### config.mk
export PLATFORM = sky130hd
export DESIGN_NAME = quantized_avgpool_nine_tap_top
export DESIGN_NICKNAME = d
export VERILOG_FILES = /design/src/qap9_pkg.sv /design/src/quantized_avgpool_nine_tap_top.sv
export SDC_FILE = /design/constraint.sdc
export NUM_CORES = 2
export LEC_CHECK = 0
export BUFFER_PORTS_ARGS = -buffer_cell sky130_fd_sc_hd__buf_2
export CELL_PAD_IN_SITES_DETAIL_PLACEMENT = 2
export CELL_PAD_IN_SITES_GLOBAL_PLACEMENT = 2
export CORE_ASPECT_RATIO = 0.8
export CORE_MARGIN = 4
export CORE_UTILIZATION = 25
export DETAILED_ROUTE_END_ITERATION = 16
export PLACE_DENSITY_LB_ADDON = 0.1
export SLEW_MARGIN = 20
export SYNTH_ARGS = -nofsm -noshare
export SYNTH_HDL_FRONTEND = slang
export SYNTH_SLANG_ARGS = --single-unit
### constraint.sdc
create_clock -name clk -period 20.4 [get_ports clk]
set_input_delay 1.02 -clock clk [delete_from_list [all_inputs] [get_ports clk]]
set_output_delay 1.02 -clock clk [all_outputs]
set_load 0.05 [all_outputs]
### src/qap9_pkg.sv
// ----------------------------------------------------------------------------
// qap9_pkg: shared types and constants of the nine-tap average pooling block
//
// Holds the configuration register map, the reset values of the registers
// and the fixed widths of the requantizing datapath.
// ----------------------------------------------------------------------------
package qap9_pkg;

  // Fixed field widths.
  localparam int BYTE_W   = 8;
  localparam int EIU_W    = 4;
  localparam int BIAS_W   = 32;
  localparam int MULT_W   = 24;
  localparam int SHIFT_W  = 6;
  localparam int CFG_IDX_W  = 4;
  localparam int CFG_DATA_W = 32;

  // Datapath widths: signed biased sum, its magnitude, the product and the
  // rounding width, which is wider than any shift amount.
  localparam int ACC_W   = 34;
  localparam int MAG_W   = 32;
  localparam int PROD_W  = MAG_W + MULT_W;
  localparam int ROUND_W = 2 ** SHIFT_W;
  // Rounded magnitudes are saturated to this many bits before the zero point.
  localparam int SAT_W   = 9;
  // Signed width of the value after the zero point has been added.
  localparam int VAL_W   = SAT_W + 2;

  typedef logic [BYTE_W-1:0] u8_t;

  // Configuration register map.
  typedef enum logic [CFG_IDX_W-1:0] {
    REG_ELEMENTS_IN_USE = 4'd0,
    REG_INIT_BIAS       = 4'd1,
    REG_SCALE_MULT      = 4'd2,
    REG_SCALE_SHIFT     = 4'd3,
    REG_ZERO_POINT      = 4'd4,
    REG_OUT_MIN         = 4'd5,
    REG_OUT_MAX         = 4'd6,
    REG_PAD_VALUE       = 4'd7
  } cfg_reg_t;

  // Register values after reset.
  localparam logic [EIU_W-1:0]   RST_ELEMENTS_IN_USE = 4'd9;
  localparam logic [BIAS_W-1:0]  RST_INIT_BIAS       = 32'd0;
  localparam logic [MULT_W-1:0]  RST_SCALE_MULT      = 24'd8388608;
  localparam logic [SHIFT_W-1:0] RST_SCALE_SHIFT     = 6'd23;
  localparam u8_t                RST_ZERO_POINT      = 8'd0;
  localparam u8_t                RST_OUT_MIN         = 8'd0;
  localparam u8_t                RST_OUT_MAX         = 8'd255;
  localparam u8_t                RST_PAD_VALUE       = 8'd0;

endpackage

### src/quantized_avgpool_nine_tap_top.sv
// ----------------------------------------------------------------------------
// quantized_avgpool_nine_tap_top: requantizing nine-tap average pooling
//
// Sums the window taps of one channel (padding unused taps), adds a signed
// bias, scales by a mantissa and a rounding right shift (ties to even), adds
// the zero point and clamps the result to one output byte.
//
//   Channel  Direction  Transfer when            Payload
//   in_      slave      in_tvalid & in_tready    tdata: tap0..tap(TAP_COUNT-1)
//   out_     master     out_tvalid & out_tready  tdata: pooled_value
//   cfg_     slave      cfg_valid & cfg_ready    cfg_index, cfg_data
//
// One item is taken per cycle unless the output stalls with every stage full;
// each result passes through the seven register stages (tap sum, bias,
// magnitude, multiply, round, zero point, clamp) before it is presented.
// Reset (rst_n low, synchronous) empties the pipeline and loads the register
// defaults. A stall on the output fills bubbles first and then holds every
// stage in place; cfg_ready is always high.
// ----------------------------------------------------------------------------
module quantized_avgpool_nine_tap_top
  import qap9_pkg::*;
#(
  parameter int TAP_COUNT = 9
) (
  input  logic                    clk,
  input  logic                    rst_n,
  // Input stream.
  input  logic                    in_tvalid,
  output logic                    in_tready,
  input  logic [TAP_COUNT*BYTE_W-1:0] in_tdata,  // tap0 [7:0], tap1 [15:8], ... upwards
  // Result stream.
  output logic                    out_tvalid,
  input  logic                    out_tready,
  output logic [BYTE_W-1:0]       out_tdata,     // pooled_value [7:0]
  // Configuration writes.
  input  logic                    cfg_valid,
  output logic                    cfg_ready,
  input  logic [CFG_IDX_W-1:0]    cfg_index,
  input  logic [CFG_DATA_W-1:0]   cfg_data
);

  localparam int SUM_W    = BYTE_W + $clog2(TAP_COUNT + 1);
  localparam int N_STAGES = 7;

  // --------------------------------------------------------------------------
  // Configuration registers
  // --------------------------------------------------------------------------
  logic [EIU_W-1:0]   elements_in_use_r;
  logic [BIAS_W-1:0]  init_bias_r;
  logic [MULT_W-1:0]  scale_mult_r;
  logic [SHIFT_W-1:0] scale_shift_r;
  u8_t                zero_point_r;
  u8_t                out_min_r;
  u8_t                out_max_r;
  u8_t                pad_value_r;

  assign cfg_ready = 1'b1;

  // Writes to an index beyond the register map are dropped.
  always_ff @(posedge clk) begin
    if (!rst_n) begin
      elements_in_use_r <= RST_ELEMENTS_IN_USE;
      init_bias_r       <= RST_INIT_BIAS;
      scale_mult_r      <= RST_SCALE_MULT;
      scale_shift_r     <= RST_SCALE_SHIFT;
      zero_point_r      <= RST_ZERO_POINT;
      out_min_r         <= RST_OUT_MIN;
      out_max_r         <= RST_OUT_MAX;
      pad_value_r       <= RST_PAD_VALUE;
    end else if (cfg_valid && cfg_ready) begin
      case (cfg_reg_t'(cfg_index))
        REG_ELEMENTS_IN_USE: elements_in_use_r <= cfg_data[EIU_W-1:0];
        REG_INIT_BIAS:       init_bias_r       <= cfg_data[BIAS_W-1:0];
        REG_SCALE_MULT:      scale_mult_r      <= cfg_data[MULT_W-1:0];
        REG_SCALE_SHIFT:     scale_shift_r     <= cfg_data[SHIFT_W-1:0];
        REG_ZERO_POINT:      zero_point_r      <= cfg_data[BYTE_W-1:0];
        REG_OUT_MIN:         out_min_r         <= cfg_data[BYTE_W-1:0];
        REG_OUT_MAX:         out_max_r         <= cfg_data[BYTE_W-1:0];
        REG_PAD_VALUE:       pad_value_r       <= cfg_data[BYTE_W-1:0];
        default: ;
      endcase
    end
  end

  // --------------------------------------------------------------------------
  // Pipeline handshake: a stage loads when it is empty or the stage after it
  // is loading, so bubbles close up behind a stalled output.
  // --------------------------------------------------------------------------
  logic [N_STAGES-1:0] vld_r;
  logic [N_STAGES-1:0] rdy;
  logic [N_STAGES-1:0] vld_in;

  always_comb begin
    rdy[N_STAGES-1] = !vld_r[N_STAGES-1] || out_tready;
    for (int k = N_STAGES - 2; k >= 0; k--) begin
      rdy[k] = !vld_r[k] || rdy[k+1];
    end
  end

  assign vld_in    = {vld_r[N_STAGES-2:0], in_tvalid};
  assign in_tready = rdy[0];

  always_ff @(posedge clk) begin
    if (!rst_n) begin
      vld_r <= '0;
    end else begin
      for (int k = 0; k < N_STAGES; k++) begin
        if (rdy[k]) begin
          vld_r[k] <= vld_in[k];
        end
      end
    end
  end

  // --------------------------------------------------------------------------
  // Stage 1: padding and tap sum. Tap zero is never padded.
  // --------------------------------------------------------------------------
  logic [SUM_W-1:0] s1_sum_r, s1_sum_nxt;

  always_comb begin
    u8_t tap;
    s1_sum_nxt = '0;
    for (int i = 0; i < TAP_COUNT; i++) begin
      tap = in_tdata[i*BYTE_W +: BYTE_W];
      if (i != 0 && EIU_W'(i) >= elements_in_use_r) begin
        tap = pad_value_r;
      end
      s1_sum_nxt = s1_sum_nxt + SUM_W'(tap);
    end
  end

  always_ff @(posedge clk) begin
    if (rdy[0] && vld_in[0]) begin
      s1_sum_r <= s1_sum_nxt;
    end
  end

  // --------------------------------------------------------------------------
  // Stage 2: add the signed bias at full width, so the sum never wraps.
  // --------------------------------------------------------------------------
  logic signed [ACC_W-1:0] s2_acc_r, s2_acc_nxt;

  assign s2_acc_nxt = $signed({{(ACC_W-BIAS_W){init_bias_r[BIAS_W-1]}}, init_bias_r})
                    + $signed({{(ACC_W-SUM_W){1'b0}}, s1_sum_r});

  always_ff @(posedge clk) begin
    if (rdy[1] && vld_in[1]) begin
      s2_acc_r <= s2_acc_nxt;
    end
  end

  // --------------------------------------------------------------------------
  // Stage 3: split into sign and magnitude; rounding works on the magnitude.
  // --------------------------------------------------------------------------
  logic             s3_neg_r;
  logic [MAG_W-1:0] s3_mag_r;
  logic [ACC_W-1:0] s3_abs;

  assign s3_abs = s2_acc_r[ACC_W-1] ? ACC_W'(-s2_acc_r) : ACC_W'(s2_acc_r);

  always_ff @(posedge clk) begin
    if (rdy[2] && vld_in[2]) begin
      s3_neg_r <= s2_acc_r[ACC_W-1];
      s3_mag_r <= s3_abs[MAG_W-1:0];
    end
  end

  // --------------------------------------------------------------------------
  // Stage 4: unsigned multiply by the scale mantissa.
  // --------------------------------------------------------------------------
  logic              s4_neg_r;
  logic [PROD_W-1:0] s4_prod_r;

  always_ff @(posedge clk) begin
    if (rdy[3] && vld_in[3]) begin
      s4_neg_r  <= s3_neg_r;
      s4_prod_r <= PROD_W'(s3_mag_r) * PROD_W'(scale_mult_r);
    end
  end

  // --------------------------------------------------------------------------
  // Stage 5: right shift with round-half-to-even decision. Only the low bits
  // of the quotient and a flag for anything above them are kept.
  // --------------------------------------------------------------------------
  logic               s5_neg_r;
  logic               s5_big_r;
  logic               s5_rnd_r;
  logic [SAT_W-1:0]   s5_qlo_r;
  logic [ROUND_W-1:0] s5_ext, s5_q, s5_mask, s5_rem, s5_half;
  logic               s5_rnd;

  always_comb begin
    s5_ext  = {{(ROUND_W-PROD_W){1'b0}}, s4_prod_r};
    s5_q    = s5_ext >> scale_shift_r;
    s5_mask = (ROUND_W'(1) << scale_shift_r) - ROUND_W'(1);
    s5_rem  = s5_ext & s5_mask;
    s5_half = (scale_shift_r == '0) ? '0 : (ROUND_W'(1) << (scale_shift_r - SHIFT_W'(1)));
    s5_rnd  = (scale_shift_r != '0) &&
              ((s5_rem > s5_half) || ((s5_rem == s5_half) && s5_q[0]));
  end

  always_ff @(posedge clk) begin
    if (rdy[4] && vld_in[4]) begin
      s5_neg_r <= s4_neg_r;
      s5_big_r <= |s5_q[ROUND_W-1:SAT_W];
      s5_rnd_r <= s5_rnd;
      s5_qlo_r <= s5_q[SAT_W-1:0];
    end
  end

  // --------------------------------------------------------------------------
  // Stage 6: finish rounding, saturate the magnitude (anything that large
  // clamps the same way), restore the sign and add the zero point.
  // --------------------------------------------------------------------------
  logic signed [VAL_W-1:0] s6_val_r, s6_val_nxt;
  logic [SAT_W:0]          s6_inc;
  logic [SAT_W-1:0]        s6_sat;
  logic signed [VAL_W-1:0] s6_signed;

  always_comb begin
    s6_inc     = {1'b0, s5_qlo_r} + (SAT_W+1)'(s5_rnd_r);
    s6_sat     = (s5_big_r || s6_inc[SAT_W]) ? '1 : s6_inc[SAT_W-1:0];
    s6_signed  = $signed({2'b00, s6_sat});
    if (s5_neg_r) begin
      s6_signed = -s6_signed;
    end
    s6_val_nxt = s6_signed + $signed({{(VAL_W-BYTE_W){1'b0}}, zero_point_r});
  end

  always_ff @(posedge clk) begin
    if (rdy[5] && vld_in[5]) begin
      s6_val_r <= s6_val_nxt;
    end
  end

  // --------------------------------------------------------------------------
  // Stage 7: clamp, lower bound first, then upper bound; output register.
  // --------------------------------------------------------------------------
  u8_t                     out_data_r, out_data_nxt;
  logic signed [VAL_W-1:0] s7_min, s7_max, s7_val;

  always_comb begin
    s7_min = $signed({{(VAL_W-BYTE_W){1'b0}}, out_min_r});
    s7_max = $signed({{(VAL_W-BYTE_W){1'b0}}, out_max_r});
    s7_val = s6_val_r;
    if (s7_val < s7_min) begin
      s7_val = s7_min;
    end
    if (s7_val > s7_max) begin
      s7_val = s7_max;
    end
    out_data_nxt = s7_val[BYTE_W-1:0];
  end

  always_ff @(posedge clk) begin
    if (rdy[6] && vld_in[6]) begin
      out_data_r <= out_data_nxt;
    end
  end

  assign out_tvalid = vld_r[N_STAGES-1];
  assign out_tdata  = out_data_r;

  // --------------------------------------------------------------------------
  // Assertions
  // --------------------------------------------------------------------------
  // Input back-pressure only when every stage is full and the output stalls.
  a_stall_only_when_full: assert property (@(posedge clk) disable iff (!rst_n)
    !in_tready |-> (&vld_r) && !out_tready)
    else $error("input stalled while the pipeline has a bubble");

  // The stage behind a stalled output keeps its item and value.
  a_hold_behind_stall: assert property (@(posedge clk) disable iff (!rst_n)
    out_tvalid && !out_tready && vld_r[5] |=> vld_r[5] && $stable(s6_val_r))
    else $error("stage six lost or changed its item during an output stall");

  // Reset leaves the pipeline empty.
  a_reset_empties: assert property (@(posedge clk)
    !rst_n |=> !out_tvalid && (vld_r == '0))
    else $error("pipeline not empty after reset");

endmodule

==> results.md <==
- Critical path type: flip-flop to flip-flop
- Fin nets: between 5000 and 6000
- Setup tns final: 0 ps
- Cell taking the most area after synthesis: fa_1
- Die W: 479 um
- WL per Instance: 23.9 um
- R2R cell count: 23
- Peak supply drop: between 0.04 and 0.05 mV
- Htree depth: 2
- Worst min path class: flip-flop to flip-flop
- Total CTS buffers: 35
- Syn Inst Count: 4866
- # hold bufs at CTS: 0
- Final Hold Fails: 0
- Post-synthesis register bit count: 271
- Top cell type's share of synthesized area: between 30% and 40%
- Global route total overflow: 0
- Vias: 33899
- Worst EP arrival: around 8600 ps
- Async SR Flop Fraction: 0%
- Post-Place Setup Slack: roughly 12000 ps
- WP data required: 20740 ps
- Clk_skew: 62.0 ps
- Root buf cell: clkbuf_16
- Switching part of the total: 35.8%
- Comb power frac: between 30% and 40%
- Number of cell rows: roughly 140
- Critical path buffer and inverter count: 4
- CP Max Fanout: 33
- PD cells: 42.3 mW/mm^2
- IO buf count: 122
- Minimum clock period: 8290 ps
- Number of global-route vias before repair: approximately 39000
- Final WL: between 150000 and 200000 um
- EDFF count, synth: roughly 170
- Int Pwr: 1.33 mW
- Synth area leaders: fa_1 (32%), edfxtp_1 (11%), ha_1 (8.2%), inv_1 (6.7%), nand2_1 (6.2%)
- Largest net degree at the start of global routing: 76
- First-pass GRT wire length: roughly 260000 um
- CP endpoint kind: flip-flop
- Critical path origin: scale_mult_r[3]
- Post-Synth Simple-Gate Area: roughly 17%
- Compound-gate portion of the synthesized area: ~8.8%
- Mean Syn Cell Area: 9.12 um^2
- Post-layout util: 27.9%
- Sequential power share: 32.1%
- Dpl hpwl: 131000 um
- CP dominant cell by count: fa_1
- DR iter-0 viols: 1687
- Post-synth top cells: inv_1 (790), nand2_1 (732), fa_1 (714)
- Tcrit/Tclk final: 40.6%
- # Max-Cap Violations: 0
- Initial antenna violation count: 25
- Reg-to-reg endpoint: s4_prod_r[53]
- Most common cell in the netlist: inv_1
- CP max stage delay: 800 ps
- Max-slew violations: 0
- Clk buf depth: 3
- Clock network fraction of design power: 32.3%
- R2r startpoint: scale_mult_r[3]
- Post-CTS sizing: 0
- Placed cell count: between 7000 and 8000
- # IOs: 124
- XOR/XNOR Fraction of Synth Area: 2.76%
- Via density: 4.67
- CTS clk-pin slew, worst paths: 70 ps
- Initial core utilization: 25.3%
- Final Setup Violations: 0
- GRT Util Overall: 18.9%
- Adder-Cell Fraction of Synth Area: 40.5%
- Static leakage power: 22.0 nW
- Setup crit end: s4_prod_r[53]
- Core box area: ~0.18 mm^2
- Slew HR: about a quarter
- Die footprint: 0.184 mm^2
- Largest family of logic cells by synthesized area: adder cells
- CTS tree: yes
- Multiplexer share of the synthesized area: under 10%
- Placer Congestion: slightly below 0.8
- Yosys cell types: 82
- Layout cells sized above 1: about 7.6%
- Max Fclk: between 100 and 150 MHz
- Delay-heaviest family, CP: adder cells
- Top FF cell, synth: edfxtp_1
- Sequential share of the synthesized area: between 15 and 20%
- Layout fillers: 19825
- Status: completed
- Drt first pass iters: 5
- P&R area growth vs syn: 10.4%
- Synthesis Warnings: 0
- Final setup margin: 12110 ps
- R2r setup slk: 12110 ps
- Non-filler cells, final: a little over 7000
- Mapped Area: 0.0444 mm^2
- RSZ-0062 raised after global routing: no
- Net Sw Power: 0.741 mW
- Post-CTS Setup Bufs: 0
- Critical path launch point type: flip-flop
- WP depth: 23
- Post-route ant nets: 0
- Residual DRC count: 0
- Syn nets: 5985
- Clock Latency Late Sink: around 600 ps
- DIE HEIGHT: 385 um
- Clock tree sinks: 271
- Worst Tran Pin Value: 1130 ps
- Slowest stage cell on the critical path: a211oi_1
- Crit-path cells: buf_4 > nand2_1 > fa_1 > fa_1 > inv_1 > fa_1 > ha_1 > fa_1 > inv_1 > fa_1 > fa_1 > inv_1 > ha_1 > and4_1 > a21oi_1 > nand2_1 > o211ai_1 > a21oi_1 > a211oi_1 > o31ai_1 > a31oi_1 > o31ai_1 > a211o_1
==> how the worst min path moves through the flow <==
stage	from	end	slack [ps]	depth (start not counted)
after floorplan	s3_neg_r	s4_neg_r	400	0
after global routing	s3_neg_r	s4_neg_r	440	0
after CTS	s3_neg_r	s4_neg_r	430	0
after detailed placement	s3_neg_r	s4_neg_r	420	0
after global placement	s3_neg_r	s4_neg_r	400	0
final	s3_neg_r	s4_neg_r	430	0
==> through the flow <==
| stage | area [um^2] | power, mW | hold WS, ps |
|---|---|---|---|
| after global placement | 47700 | 1.43 | 403 |
| final | 49000 | 2.07 | 427 |
| after global routing | 48900 | 2.24 | 440 |
| after CTS | 48900 | 2.13 | 430 |
| after floorplan | 44400 | 1.18 | 400 |
| after detailed placement | 47700 | 1.43 | 416 |
==> power groups by stage <==
stage                     clock [mW]  combinational, mW  sequential (mW)
after global routing           0.721              0.851            0.667
after CTS                      0.699              0.765            0.665
final                          0.669              0.737            0.664
after detailed placement           0              0.758            0.676
after floorplan                    0              0.511            0.666
after global placement             0              0.750            0.676
==> placed cells by master, fill, tap and decap left out, types with 100 or more instances in the layout <==
master    netlist  routed
and2_1        426     426
xnor2_1       106     106
buf_2           9     121
inv_1         790     790
mux2i_1       141     141
nor2_1        134     134
fa_1          714     714
dfxtp_1       105     100
nand2_1       732     732
edfxtp_1      166     166
a21oi_1       144     144
buf_4           4     103
ha_1          292     292
==> registers in the layout (all words and copies together) (netlist names), 6 cells and up <==
name	flops
scale_shift_r	6
pad_value_r	8
out_tdata	8
s6_val_r	11
out_max_r	8
out_min_r	8
s4_prod_r	56
s5_qlo_r	9
vld_r	7
zero_point_r	8
init_bias_r	32
s2_acc_r	33
s1_sum_r	12
s3_mag_r	32
scale_mult_r	24
==> kinds of logic (layout without fill, tap and decap cells) <==
group	count (synthesis)	after routing
AOI/OAI and AO/OA	599	599
xor gates and xnor gates	140	140
adders and majority gates	1006	1006
buffers and inverters	1061	1083
DFF	271	271
muxes	215	215
other	1	10
and+or+nand+nor	1573	1573
==> final cells by class <==
class / count / area [um^2] / area share (%)
tap: 2363 / 2960 / 6.04
sequential: 271 / 7100 / 14.5
multi-input combinational: 3534 / 33300 / 68.1
clock buffer: 45 / 965 / 1.97
antenna: 9 / 22.5 / 0.0460
timing repair buffer: 224 / 1380 / 2.82
inverter: 796 / 2990 / 6.10
clock inverter: 18 / 229 / 0.468
==> routing by layer <==
layer	GRT usage [%]	routed length (um)	vias to the layer above
met5	0	54	-
met4	2.13	1790	8
met3	2.61	6910	102
met2	30.7	78900	492
met1	27.5	85600	17926
li1	-	-	15371
No activity file was read; power rests on OpenSTA's default activity.
